===== src/rtl/pfa_pkg.sv =====
// ----------------------------------------------------------------------------
// pfa_pkg
// Shared constants, codes and types of the partition fit allocator.
// ----------------------------------------------------------------------------
package pfa_pkg;

    localparam int MAX_PARTITIONS = 16;
    localparam int SIZE_BITS      = 16;

    localparam int CMD_W      = 2;
    localparam int PART_W     = 4;
    localparam int VALUE_W    = 16;
    localparam int TOTAL_W    = 20;
    localparam int MODE_W     = 2;
    localparam int COUNT_W    = 5;
    localparam int CFG_IDX_W  = 2;
    localparam int CFG_DATA_W = 5;

    localparam int IDX_W = (MAX_PARTITIONS > 1) ? $clog2(MAX_PARTITIONS) : 1;
    localparam int CNT_W = $clog2(MAX_PARTITIONS + 1);
    localparam int CMP_W = (SIZE_BITS > VALUE_W) ? SIZE_BITS : VALUE_W;
    localparam int SUM_W = ((SIZE_BITS > TOTAL_W) ? SIZE_BITS : TOTAL_W) + 1;

    localparam logic [TOTAL_W-1:0] TOTAL_MAX = {TOTAL_W{1'b1}};

    localparam logic [CFG_IDX_W-1:0] CFG_FIT_MODE   = CFG_IDX_W'(0);
    localparam logic [CFG_IDX_W-1:0] CFG_PART_COUNT = CFG_IDX_W'(1);

    localparam logic [MODE_W-1:0] FIT_FIRST = MODE_W'(0);
    localparam logic [MODE_W-1:0] FIT_BEST  = MODE_W'(1);
    localparam logic [MODE_W-1:0] FIT_WORST = MODE_W'(2);

    localparam logic [CNT_W-1:0] SCAN_MAX = CNT_W'(MAX_PARTITIONS);

    typedef enum logic [CMD_W-1:0] {
        CMD_LOAD  = 2'd0,
        CMD_ALLOC = 2'd1,
        CMD_CLEAR = 2'd2,
        CMD_NOP   = 2'd3
    } pfa_cmd_t;

    typedef enum logic [1:0] {
        ST_IDLE,
        ST_SCAN,
        ST_COMMIT,
        ST_RESULT
    } pfa_state_t;

    typedef struct packed {
        logic                 clear;
        logic                 sample;
        logic [MODE_W-1:0]    mode;
        logic [VALUE_W-1:0]   req;
        logic [IDX_W-1:0]     idx;
        logic [SIZE_BITS-1:0] free;
    } pfa_scan_ctl_t;

    typedef struct packed {
        logic                 fit;
        logic [IDX_W-1:0]     idx;
        logic [SIZE_BITS-1:0] free;
    } pfa_pick_t;

endpackage


===== src/rtl/pfa_ram.sv =====
// ----------------------------------------------------------------------------
// pfa_ram
// Generic single-write, single-read RAM with registered read data.
// ----------------------------------------------------------------------------
module pfa_ram #(
    parameter int WIDTH = 16,
    parameter int DEPTH = 16
) (
    input  logic                                     aclk,
    input  logic                                     we,
    input  logic [((DEPTH > 1) ? $clog2(DEPTH) : 1)-1:0] waddr,
    input  logic [WIDTH-1:0]                         wdata,
    input  logic [((DEPTH > 1) ? $clog2(DEPTH) : 1)-1:0] raddr,
    output logic [WIDTH-1:0]                         rdata
);

    logic [WIDTH-1:0] mem [DEPTH];
    logic [WIDTH-1:0] rdata_reg;

    always_ff @(posedge aclk) begin
        if (we) begin
            mem[waddr] <= wdata;
        end
        rdata_reg <= mem[raddr];
    end

    assign rdata = rdata_reg;

endmodule


===== src/rtl/pfa_scan.sv =====
// ----------------------------------------------------------------------------
// pfa_scan
// Candidate tracker: compares each partition read from the RAM against the
// request and keeps the partition chosen by the current fit mode.
// ----------------------------------------------------------------------------
module pfa_scan (
    input  logic                  aclk,
    input  logic                  aresetn,
    input  pfa_pkg::pfa_scan_ctl_t ctl,
    output pfa_pkg::pfa_pick_t    pick
);

    logic                          have_reg;
    logic                          have_next;
    logic [pfa_pkg::IDX_W-1:0]     idx_reg;
    logic [pfa_pkg::IDX_W-1:0]     idx_next;
    logic [pfa_pkg::SIZE_BITS-1:0] free_reg;
    logic [pfa_pkg::SIZE_BITS-1:0] free_next;
    logic                          fits;
    logic                          take;

    assign fits = pfa_pkg::CMP_W'(ctl.free) >= pfa_pkg::CMP_W'(ctl.req);

    always_comb begin
        case (ctl.mode)
            pfa_pkg::FIT_BEST:  take = fits && (!have_reg || (ctl.free < free_reg));
            pfa_pkg::FIT_WORST: take = !have_reg || (ctl.free > free_reg);
            default:            take = fits && !have_reg;
        endcase
    end

    always_comb begin
        have_next = have_reg;
        idx_next  = idx_reg;
        free_next = free_reg;
        if (ctl.clear) begin
            have_next = 1'b0;
        end else if (ctl.sample && take) begin
            have_next = 1'b1;
            idx_next  = ctl.idx;
            free_next = ctl.free;
        end
    end

    always_ff @(posedge aclk) begin
        if (!aresetn) begin
            have_reg <= 1'b0;
        end else begin
            have_reg <= have_next;
        end
        idx_reg  <= idx_next;
        free_reg <= free_next;
    end

    assign pick.fit  = have_reg &&
                       (pfa_pkg::CMP_W'(free_reg) >= pfa_pkg::CMP_W'(ctl.req));
    assign pick.idx  = idx_reg;
    assign pick.free = free_reg;

endmodule


===== src/rtl/partition_fit_allocator.sv =====
// ----------------------------------------------------------------------------
// partition_fit_allocator
// Fixed-partition allocator: partition free sizes in a RAM, first, best or
// worst fit chosen by a scan of one read per cycle, fragmentation total.
// ----------------------------------------------------------------------------
//  channel   ports                                   direction
//  s_        s_valid s_ready s_command               in
//            s_partition_index s_size_value
//  m_        m_valid m_ready m_granted               out
//            m_chosen_partition m_leftover m_fragment_total
//  cfg_      cfg_valid cfg_ready cfg_index cfg_data  in
//
//  Allocate: a scan of N = min(partition_count, 16) partitions through the
//  single RAM read port, one partition per cycle, then a commit of the pick.
//  Load, clear and no-op skip the scan and go straight to the result.
//  Reset clears control, fit_mode (first fit), partition_count (16) and the
//  total; partition sizes are undefined until loaded. An output register
//  holds a result while m_ready is low; the next request is still taken.
// ----------------------------------------------------------------------------
module partition_fit_allocator (
    input  logic                            aclk,
    input  logic                            aresetn,
    input  logic                            s_valid,
    output logic                            s_ready,
    input  logic [pfa_pkg::CMD_W-1:0]       s_command,
    input  logic [pfa_pkg::PART_W-1:0]      s_partition_index,
    input  logic [pfa_pkg::VALUE_W-1:0]     s_size_value,
    output logic                            m_valid,
    input  logic                            m_ready,
    output logic                            m_granted,
    output logic [pfa_pkg::PART_W-1:0]      m_chosen_partition,
    output logic [pfa_pkg::VALUE_W-1:0]     m_leftover,
    output logic [pfa_pkg::TOTAL_W-1:0]     m_fragment_total,
    input  logic                            cfg_valid,
    output logic                            cfg_ready,
    input  logic [pfa_pkg::CFG_IDX_W-1:0]   cfg_index,
    input  logic [pfa_pkg::CFG_DATA_W-1:0]  cfg_data
);

    pfa_pkg::pfa_state_t           state_reg;
    pfa_pkg::pfa_state_t           state_next;
    logic [pfa_pkg::MODE_W-1:0]    fit_mode_reg;
    logic [pfa_pkg::COUNT_W-1:0]   part_count_reg;
    logic [pfa_pkg::VALUE_W-1:0]   req_reg;
    logic [pfa_pkg::VALUE_W-1:0]   req_next;
    logic [pfa_pkg::CNT_W-1:0]     rd_ptr_reg;
    logic [pfa_pkg::CNT_W-1:0]     rd_ptr_next;
    logic                          rvalid_reg;
    logic                          rvalid_next;
    logic [pfa_pkg::IDX_W-1:0]     ridx_reg;
    logic [pfa_pkg::IDX_W-1:0]     ridx_next;
    logic [pfa_pkg::TOTAL_W-1:0]   total_reg;
    logic [pfa_pkg::TOTAL_W-1:0]   total_next;
    logic                          res_granted_reg;
    logic                          res_granted_next;
    logic [pfa_pkg::IDX_W-1:0]     res_idx_reg;
    logic [pfa_pkg::IDX_W-1:0]     res_idx_next;
    logic [pfa_pkg::VALUE_W-1:0]   res_left_reg;
    logic [pfa_pkg::VALUE_W-1:0]   res_left_next;
    logic                          m_valid_reg;
    logic                          m_valid_next;
    logic                          m_granted_reg;
    logic                          m_granted_next;
    logic [pfa_pkg::PART_W-1:0]    m_chosen_reg;
    logic [pfa_pkg::PART_W-1:0]    m_chosen_next;
    logic [pfa_pkg::VALUE_W-1:0]   m_left_reg;
    logic [pfa_pkg::VALUE_W-1:0]   m_left_next;
    logic [pfa_pkg::TOTAL_W-1:0]   m_total_reg;
    logic [pfa_pkg::TOTAL_W-1:0]   m_total_next;

    logic                          accept;
    logic                          out_free;
    pfa_pkg::pfa_cmd_t             cmd_in;
    logic [pfa_pkg::CNT_W-1:0]     limit;
    logic                          load_in_range;
    logic                          ram_we;
    logic [pfa_pkg::IDX_W-1:0]     ram_waddr;
    logic [pfa_pkg::SIZE_BITS-1:0] ram_wdata;
    logic [pfa_pkg::SIZE_BITS-1:0] ram_rdata;
    logic [pfa_pkg::SIZE_BITS-1:0] new_free;
    logic [pfa_pkg::SUM_W-1:0]     sum;
    logic [pfa_pkg::TOTAL_W-1:0]   sat_total;
    pfa_pkg::pfa_scan_ctl_t        scan_ctl;
    pfa_pkg::pfa_pick_t            pick;

    assign s_ready   = (state_reg == pfa_pkg::ST_IDLE);
    assign accept    = s_valid && s_ready;
    assign cmd_in    = pfa_pkg::pfa_cmd_t'(s_command);
    assign out_free  = !m_valid_reg || m_ready;
    assign cfg_ready = 1'b1;

    assign limit = (32'(part_count_reg) > 32'(pfa_pkg::MAX_PARTITIONS)) ?
                   pfa_pkg::SCAN_MAX : pfa_pkg::CNT_W'(part_count_reg);
    assign load_in_range = 32'(s_partition_index) < 32'(pfa_pkg::MAX_PARTITIONS);

    assign new_free  = pick.free - pfa_pkg::SIZE_BITS'(req_reg);
    assign sum       = pfa_pkg::SUM_W'(total_reg) + pfa_pkg::SUM_W'(new_free);
    assign sat_total = (sum > pfa_pkg::SUM_W'(pfa_pkg::TOTAL_MAX)) ?
                       pfa_pkg::TOTAL_MAX : pfa_pkg::TOTAL_W'(sum);

    assign scan_ctl.clear  = accept;
    assign scan_ctl.sample = rvalid_reg;
    assign scan_ctl.mode   = fit_mode_reg;
    assign scan_ctl.req    = req_reg;
    assign scan_ctl.idx    = ridx_reg;
    assign scan_ctl.free   = ram_rdata;

    pfa_ram #(
        .WIDTH (pfa_pkg::SIZE_BITS),
        .DEPTH (pfa_pkg::MAX_PARTITIONS)
    ) u_ram (
        .aclk  (aclk),
        .we    (ram_we),
        .waddr (ram_waddr),
        .wdata (ram_wdata),
        .raddr (rd_ptr_reg[pfa_pkg::IDX_W-1:0]),
        .rdata (ram_rdata)
    );

    pfa_scan u_scan (
        .aclk    (aclk),
        .aresetn (aresetn),
        .ctl     (scan_ctl),
        .pick    (pick)
    );

    always_comb begin
        state_next = state_reg;
        case (state_reg)
            pfa_pkg::ST_IDLE: begin
                if (accept) begin
                    state_next = (cmd_in == pfa_pkg::CMD_ALLOC) ?
                                 pfa_pkg::ST_SCAN : pfa_pkg::ST_RESULT;
                end
            end
            pfa_pkg::ST_SCAN: begin
                if (rd_ptr_reg == limit) begin
                    state_next = pfa_pkg::ST_COMMIT;
                end
            end
            pfa_pkg::ST_COMMIT: begin
                state_next = pfa_pkg::ST_RESULT;
            end
            pfa_pkg::ST_RESULT: begin
                if (out_free) begin
                    state_next = pfa_pkg::ST_IDLE;
                end
            end
            default: begin
                state_next = pfa_pkg::ST_IDLE;
            end
        endcase
    end

    always_comb begin
        ram_we           = 1'b0;
        ram_waddr        = pfa_pkg::IDX_W'(s_partition_index);
        ram_wdata        = pfa_pkg::SIZE_BITS'(s_size_value);
        req_next         = req_reg;
        rd_ptr_next      = rd_ptr_reg;
        rvalid_next      = 1'b0;
        ridx_next        = ridx_reg;
        total_next       = total_reg;
        res_granted_next = res_granted_reg;
        res_idx_next     = res_idx_reg;
        res_left_next    = res_left_reg;
        m_valid_next     = m_valid_reg && !m_ready;
        m_granted_next   = m_granted_reg;
        m_chosen_next    = m_chosen_reg;
        m_left_next      = m_left_reg;
        m_total_next     = m_total_reg;
        case (state_reg)
            pfa_pkg::ST_IDLE: begin
                if (accept) begin
                    req_next         = s_size_value;
                    rd_ptr_next      = '0;
                    res_granted_next = 1'b0;
                    res_idx_next     = '0;
                    res_left_next    = '0;
                    case (cmd_in)
                        pfa_pkg::CMD_LOAD:  ram_we     = load_in_range;
                        pfa_pkg::CMD_CLEAR: total_next = '0;
                        default:            ram_we     = 1'b0;
                    endcase
                end
            end
            pfa_pkg::ST_SCAN: begin
                if (rd_ptr_reg != limit) begin
                    rd_ptr_next = rd_ptr_reg + 1'b1;
                    rvalid_next = 1'b1;
                    ridx_next   = rd_ptr_reg[pfa_pkg::IDX_W-1:0];
                end
            end
            pfa_pkg::ST_COMMIT: begin
                if (pick.fit) begin
                    ram_we           = 1'b1;
                    ram_waddr        = pick.idx;
                    ram_wdata        = new_free;
                    total_next       = sat_total;
                    res_granted_next = 1'b1;
                    res_idx_next     = pick.idx;
                    res_left_next    = pfa_pkg::VALUE_W'(new_free);
                end
            end
            pfa_pkg::ST_RESULT: begin
                if (out_free) begin
                    m_valid_next   = 1'b1;
                    m_granted_next = res_granted_reg;
                    m_chosen_next  = pfa_pkg::PART_W'(res_idx_reg);
                    m_left_next    = res_left_reg;
                    m_total_next   = total_reg;
                end
            end
            default: begin
                ram_we = 1'b0;
            end
        endcase
    end

    always_ff @(posedge aclk) begin
        if (!aresetn) begin
            state_reg      <= pfa_pkg::ST_IDLE;
            fit_mode_reg   <= pfa_pkg::FIT_FIRST;
            part_count_reg <= pfa_pkg::COUNT_W'(pfa_pkg::MAX_PARTITIONS);
            rvalid_reg     <= 1'b0;
            total_reg      <= '0;
            m_valid_reg    <= 1'b0;
        end else begin
            state_reg   <= state_next;
            rvalid_reg  <= rvalid_next;
            total_reg   <= total_next;
            m_valid_reg <= m_valid_next;
            if (cfg_valid && cfg_ready) begin
                case (cfg_index)
                    pfa_pkg::CFG_FIT_MODE:   fit_mode_reg   <= cfg_data[pfa_pkg::MODE_W-1:0];
                    pfa_pkg::CFG_PART_COUNT: part_count_reg <= cfg_data[pfa_pkg::COUNT_W-1:0];
                    default:                 fit_mode_reg   <= fit_mode_reg;
                endcase
            end
        end
        req_reg         <= req_next;
        rd_ptr_reg      <= rd_ptr_next;
        ridx_reg        <= ridx_next;
        res_granted_reg <= res_granted_next;
        res_idx_reg     <= res_idx_next;
        res_left_reg    <= res_left_next;
        m_granted_reg   <= m_granted_next;
        m_chosen_reg    <= m_chosen_next;
        m_left_reg      <= m_left_next;
        m_total_reg     <= m_total_next;
    end

    assign m_valid            = m_valid_reg;
    assign m_granted          = m_granted_reg;
    assign m_chosen_partition = m_chosen_reg;
    assign m_leftover         = m_left_reg;
    assign m_fragment_total   = m_total_reg;

endmodule


===== config.mk =====
export PLATFORM = sky130hd
export DESIGN_NAME = partition_fit_allocator
export DESIGN_NICKNAME = d
export VERILOG_FILES = /design/src/rtl/pfa_pkg.sv /design/src/rtl/pfa_ram.sv /design/src/rtl/pfa_scan.sv /design/src/rtl/partition_fit_allocator.sv
export SDC_FILE = /design/constraint.sdc
export NUM_CORES = 1
export LEC_CHECK = 0
export ABC_AREA = 1
export BUFFER_PORTS_ARGS = -buffer_cell sky130_fd_sc_hd__clkbuf_2
export CORE_ASPECT_RATIO = 2
export CORE_UTILIZATION = 35
export DETAILED_ROUTE_END_ITERATION = 6
export PLACE_DENSITY = 0.59
export SYNTH_ARGS = -nofsm -noshare
export SYNTH_HDL_FRONTEND = slang
export SYNTH_HIERARCHICAL = 1
export SYNTH_SLANG_ARGS = --single-unit

===== constraint.sdc =====
create_clock -name aclk -period 4.2 [get_ports aclk]
set_input_delay 0.21 -clock aclk [delete_from_list [all_inputs] [get_ports aclk]]
set_output_delay 0.21 -clock aclk [all_outputs]
set_load 0.02 [all_outputs]

### Yosys cells after proc, flatten, opt, wreduce, memory -nomap -nowiden

Memories as Yosys holds them, arrays and structs flattened. A register that Yosys moved wholly into a read port is not among the register bits.
Index checks and enable logic that the tools add are counted.

| storage, ports and cells | value |
|---|---|
| bits in read-only memories | 0 |
| bits in writable memories | 256 |
| memories kept | 1 |
| bits in latches | 0 |
| input port bits | 34 |
| flip-flop bits (word level) | 139 |
| word-level logic and storage cells | 113 |
| output and inout bits | 44 |

| operators by class | value |
|---|---|
| reductions and logical operators | 29 |
| order comparisons | 6 |
| multiply operators | 0 |
| equal/unequal tests | 16 |
| add/subtract/negate cells | 3 |
| shift-type cells | 0 |
| div/mod/pow operators | 0 |
| bitwise logic cells | 2 |
| mux-type cells | 37 |

Memories:

| name | words | width | rd ports | clocked after memory_dff | wr ports | line | source |
|---|---|---|---|---|---|---|---|
| u_ram.mem | 16 | 16 | 1 | 1 | 1 | pfa_ram.sv:17 | `logic [WIDTH-1:0] mem [DEPTH];` |

Operator list:

| operator | number |
|---|---|
| 20-bit 2-to-1 mux | 4 |
| 16-bit 2-to-1 mux | 4 |
| 20-bit one-hot mux with 2 select lines | 1 |
| 16-bit greater-or-equal comparator | 2 |
| 16-bit one-hot mux with 2 select lines | 1 |
| 20-bit by 16-bit adder with 21-bit output | 1 |
| 21-bit by 20-bit > comparator with 1-bit output (second input constant) | 1 |
| 16-bit > comparator | 1 |
| 16-bit < comparator | 1 |
| 4-bit 2-to-1 mux | 4 |
| 16-bit subtractor | 1 |
| 5-bit 2-to-1 mux | 3 |
| 2-bit AND reduction | 7 |
| 1-bit 2-to-1 mux | 10 |
| 5-bit one-hot mux with 2 select lines | 1 |
| 3-bit AND reduction | 3 |
| 2-bit by 1-bit equality test with 1-bit output (second input constant) | 4 |
| 2-bit equality test (second input constant) | 4 |
| 2-bit 2-to-1 mux | 4 |
| 2-bit inequality test (second input constant) | 4 |
| 2-bit one-hot mux with 4 select lines | 1 |
| 4-bit one-hot mux with 2 select lines | 1 |
| 1-bit logical AND | 6 |
| 2-bit zero test | 3 |
| other kinds (12) | 21 |

### Logic depth before layout (Yosys ltp)

| depth | value |
|---|---|
| depth after elaboration | 6 |
| mapped depth | 24 |
| gate-level depth less buffers | 24 |

### Hierarchy

Netlist, hierarchy kept.

By module, submodules not included:

| module | sequential area each (µm²) | area each (µm²) | cells an instance | instances |
|---|---|---|---|---|
| pfa_ram | 8007.7 | 11380.9 | 1074 | 1 |
| partition_fit_allocator | 3233.1 | 6617.6 | 788 | 1 |
| pfa_scan | 620.6 | 1894.3 | 222 | 1 |

### Worst setup path after synthesis

No wires, ideal clock.

| path | value |
|---|---|
| kind | reg-to-reg |
| start | reg u_scan/free_reg[15] (netlist bit) |
| end | mem u_ram.mem[12][0] (enable) |
| cell stages (with the launch flop) | 15 |
| buffers on the path | 1 |
| period minus slack after synthesis | 3.101 ns |
| library setup time | 0.388 ns |
| arrival | 2.712 ns |
| required time | 3.812 ns |
| slack | 1.099 ns |
| cells stage by stage | edfxtp_1 ha_1 nand4_1 nor3_1 nand3_1 nand3_1 nand2_1 inv_1 nand2_2 inv_1 clkbuf_1 nand2_1 nand2_1 nand3_1 nor2_1 |

RTL lines:

| what | line | source |
|---|---|---|
| from (decl) | pfa_scan.sv:17 | `logic [pfa_pkg::SIZE_BITS-1:0] free_reg;` |
| from (signal assigned) | pfa_scan.sv:52 | `free_reg <= free_next;` |
| to (decl) | pfa_ram.sv:17 |  |

### Worst setup path in the final report

| path | value |
|---|---|
| start | reg req_reg[0] (netlist bit) |
| end | reg total_reg[18] (netlist bit) |

| between the ends | value |
|---|---|
| word-level cells in the longest chain between the ends | 6 |
| elaborated cells on any way between the ends | 10 |
| classes of those cells | add/sub (2); order compare (2); eq/ne (1); mux (3); reduce/logical (2) |

RTL lines:

| what | line | source |
|---|---|---|
| from (decl) | partition_fit_allocator.sv:44 | `logic [pfa_pkg::VALUE_W-1:0] req_reg;` |
| from (signal assigned) | partition_fit_allocator.sv:241 | `req_reg <= req_next;` |
| 16-bit subtractor (*) | partition_fit_allocator.sv:96 | `assign new_free = pick.free - pfa_pkg::SIZE_BITS'(req_reg);` |
| net new_free (one bit) | partition_fit_allocator.sv:80 | `logic [pfa_pkg::SIZE_BITS-1:0] new_free;` |
| 20-bit by 16-bit adder with 21-bit output (*) | partition_fit_allocator.sv:97 | `assign sum = pfa_pkg::SUM_W'(total_reg) + pfa_pkg::SUM_W'(new_free);` |
| 21-bit by 20-bit > comparator with 1-bit output | partition_fit_allocator.sv:98 | `assign sat_total = (sum > pfa_pkg::SUM_W'(pfa_pkg::TOTAL_MAX)) ?` |
| 20-bit 2-to-1 mux (*) | partition_fit_allocator.sv:98 |  |
| 20-bit 2-to-1 mux (*) | partition_fit_allocator.sv:195 | `if (pick.fit) begin` |
| 20-bit one-hot mux with 2 select lines (*) | partition_fit_allocator.sv:172 | `case (state_reg)` |
| to (signal assigned) | partition_fit_allocator.sv:231 | `total_reg <= total_next;` |
| to (decl) | partition_fit_allocator.sv:52 | `logic [pfa_pkg::TOTAL_W-1:0] total_reg;` |

Mark *: on every way through the listed nets, which the timed path passes. The rest lies on a longest branch. The select of a mux whose other input is x is not followed.
A chain may end at the register's enable or synchronous reset.

==> run_results.csv <==
group,metric,value,unit
status,status,"complete, no violations",
worst_setup_path,arrival,4320,ps
finish,final_cells,2987,
yosys,ys_seq_area_share,59.6,%
timing,slew_violations,0,
finish,layout_common_cells,"nand2_1, edfxtp_1, inv_1, nand3_1, nor2_1",
detailed_routing,postRouteAntennaNets,0,
cts,cts-buffers-inserted,37,
detailed_routing,drt-pass1-iter-count,7,
finish,area_growth,14.3,%
global_route,overflow,0,
worst_setup_path,required,4590,ps
detailed_routing,route.layer.met1.wl,17900,um
place,gp_congestion,0.962,
timing,slew_headroom,19.9,%
timing,setup_viol,0,
worst_setup_path,r2r_start,"req_reg[0]",
detailed_routing,avgRoutedWirePerCell,17.7,um
timing,clock_skew,26.1,ps
floorplan,start_util,35.4,%
yosys,synth-edff-count,363,
detailed_routing,via_per_inst,4.81,
cts,cts_num_sinks,411,
finish,layout-drive-gt1-share,10.5,%
yosys,syn_area_per_cell,9.55,um^2
floorplan,die_y,339,um
cts,path_clk_slew,70,ps
yosys,synthCells,2084,
floorplan,rows,123,
detailed_routing,routed_wl,52800,um
detailed_routing,drtIter0Drc,936,
power_and_ir_drop,power.leakage,10.1,nW
yosys,synth-async-reset-ratio,0,%
timing,tightest_slew,1200,ps
finish,n_fill_cell,5393,
hold_path,hp-class,"in2reg",
finish,insertedDiodeCount,0,
cts,cts_tree,"built",
global_route,grt_pass1_vias,14600,
global_route,grt_antenna_before_repair,0,
detailed_routing,routed-via-count,14400,
timing,tns,0,ps
cts,postCtsSetupRepairBufs,0,
timing,post-route-min-period,3920,ps
place,dp.cells,2896,
yosys,synthTopCellsByArea,"edfxtp_1, nand2_1, inv_1, nand3_1, ha_1",
yosys,ys_ff_latch,411,
yosys,synth_largest_area_cell,"edfxtp_1",
timing,grt_setup_unrepaired,"no",
cts,cts_max_level,2,
cts,cts-root-buf,"clkbuf_16",
yosys,netlist-cell-type-count,40,
global_route,grt_pass1_wl,80900,um
place,dp_hpwl,37500,um
cts,clk_latency,560,ps
worst_setup_path,critical_path_class,"reg2reg",
place,io_buffers,76,
detailed_routing,drc,0,
floorplan,pin_count,78,
detailed_routing,route.met2.wl,29100,um
yosys,synthDominantCellAreaShare,54.8,%
floorplan,dieArea,57900,um^2
yosys,syn_nets,2206,
global_route,grt_max_degree,89,
timing,finalHoldViolCount,0,
worst_setup_path,crit_path_end_kind,"register",
detailed_routing,top_layer,"met4",
hold_path,hold_path_startpoint,"cfg_index[0]",
worst_setup_path,cp-start-kind,"register",
power_and_ir_drop,vdd_drop_max,0.000404,V
global_route,grt_use_total,18.6,%
yosys,syn_area,19900,um^2
finish,final_nets,2332,
floorplan,core_area,56200,um^2
timing,achievable-frequency,255,MHz
power_and_ir_drop,power.density,583,nW/um^2
yosys,synth_ff_type,"edfxtp_1",
cts,cts_max_path_buffers,3,
run,drv_cap,0,
worst_setup_path,startpoint,"req_reg[0]",
worst_setup_path,cp_max_fo,4,
timing,fin_crit_sh,93.4,%
yosys,ys_warn_count,6,
finish,final_common_cell,"nand2_1",
floorplan,die_x,171,um
finish,largest_reg_flops,256,
detailed_routing,route.met3.wl,1880,um
## worst paths after layout
path	end	slack (ps)	cells after the start
hold / removal	fit_mode_reg[1]	40	5
setup / recovery	total_reg[18]	280	21
setup reg to reg	total_reg[18]	280	21
hold reg to reg	m_chosen_partition[0]	410	0
## timing repair
action                                 4_1_cts  5_1_grt
resized for setup                            0        1
hold buffers                                25        0
endpoints found under the hold margin       25        0
setup endpoints to repair                    0        1
## area by class of cell
class | count | area, um^2 | area share, %
Clock buffer | 50 | 1020 | 4.51
Tap cell | 750 | 938 | 4.13
Inverter | 367 | 1380 | 6.06
Sequential cell | 411 | 11900 | 52.2
Clock inverter | 16 | 163 | 0.715
Multi-Input combinational cell | 1241 | 6300 | 27.7
Timing Repair Buffer | 152 | 1080 | 4.73
## through the flow
step           power, mW  util, %  hold slack (ps)  area, um^2  worst slack [ps]
2_1_floorplan       8.60        -              309       19900              1100
3_3_place_gp        9.91     37.9              402       21300               413
3_5_place_dp        10.0     37.9              405       21300               347
4_1_cts             13.4     40.5             15.9       22700               334
5_1_grt             14.1     40.5             53.8       22700              69.3
6_report            13.3     40.5             36.1       22700               276
## critical path: stages, from the launching register on
cell and delay [ps]:
edfxtp_1 430, ha_1 270, fa_1 410, inv_1 150, nand2_1 70, o211ai_1 150
inv_1 70, o21ai_0 230, nand2_1 100, nand2_1 110, inv_1 50, ha_1 340
nand2_1 190, inv_1 90, a21oi_1 360, nand3_2 290, nand2_1 150, nand2_1 60
nand2_1 60, nand3_1 60, nand2_1 80, a21oi_1 50
## metal layers
| layer | GRT usage (%) | vias to the layer above |
|---|---|---|
| met2 | 35.6 | 383 |
| met3 | 2.01 | 173 |
| met5 | 0 | - |
| met1 | 18.1 | 6798 |
| li1 | - | 7006 |
| met4 | 13.3 | 0 |
## Yosys cell counts, types with 13 or more instances
| master | instances |
|---|---|
| nand2_1 | 598 |
| inv_1 | 362 |
| clkbuf_1 | 18 |
| ha_1 | 86 |
| a21oi_1 | 63 |
| o21ai_0 | 39 |
| a21oi_2 | 13 |
| nand2_2 | 16 |
| buf_2 | 19 |
| nand3_1 | 248 |
| edfxtp_1 | 363 |
| buf_4 | 21 |
| dfxtp_1 | 48 |
| nor2_1 | 100 |
## power breakdown
part | leakage, nW | total [mW] | internal, mW | switching (mW)
registers | 3.70 | 5.24 | 5.02 | 0.224
logic | 5.81 | 4.67 | 1.40 | 3.26
clock network | 0.564 | 3.34 | 1.81 | 1.53
## cell families after synthesis
logic type / Yosys count / synth area share [%]
AO/OA/AOI/OAI: 134 / 3.81
XOR/XNOR: 18 / 0.792
adder cells (fa/ha/maj): 88 / 5.61
buffers and inverters: 432 / 8.82
flip-flops: 411 / 59.6
other: 1 / 0.0189
AND/OR/NAND/NOR: 1000 / 21.3
(Power assumes the default switching activity.)
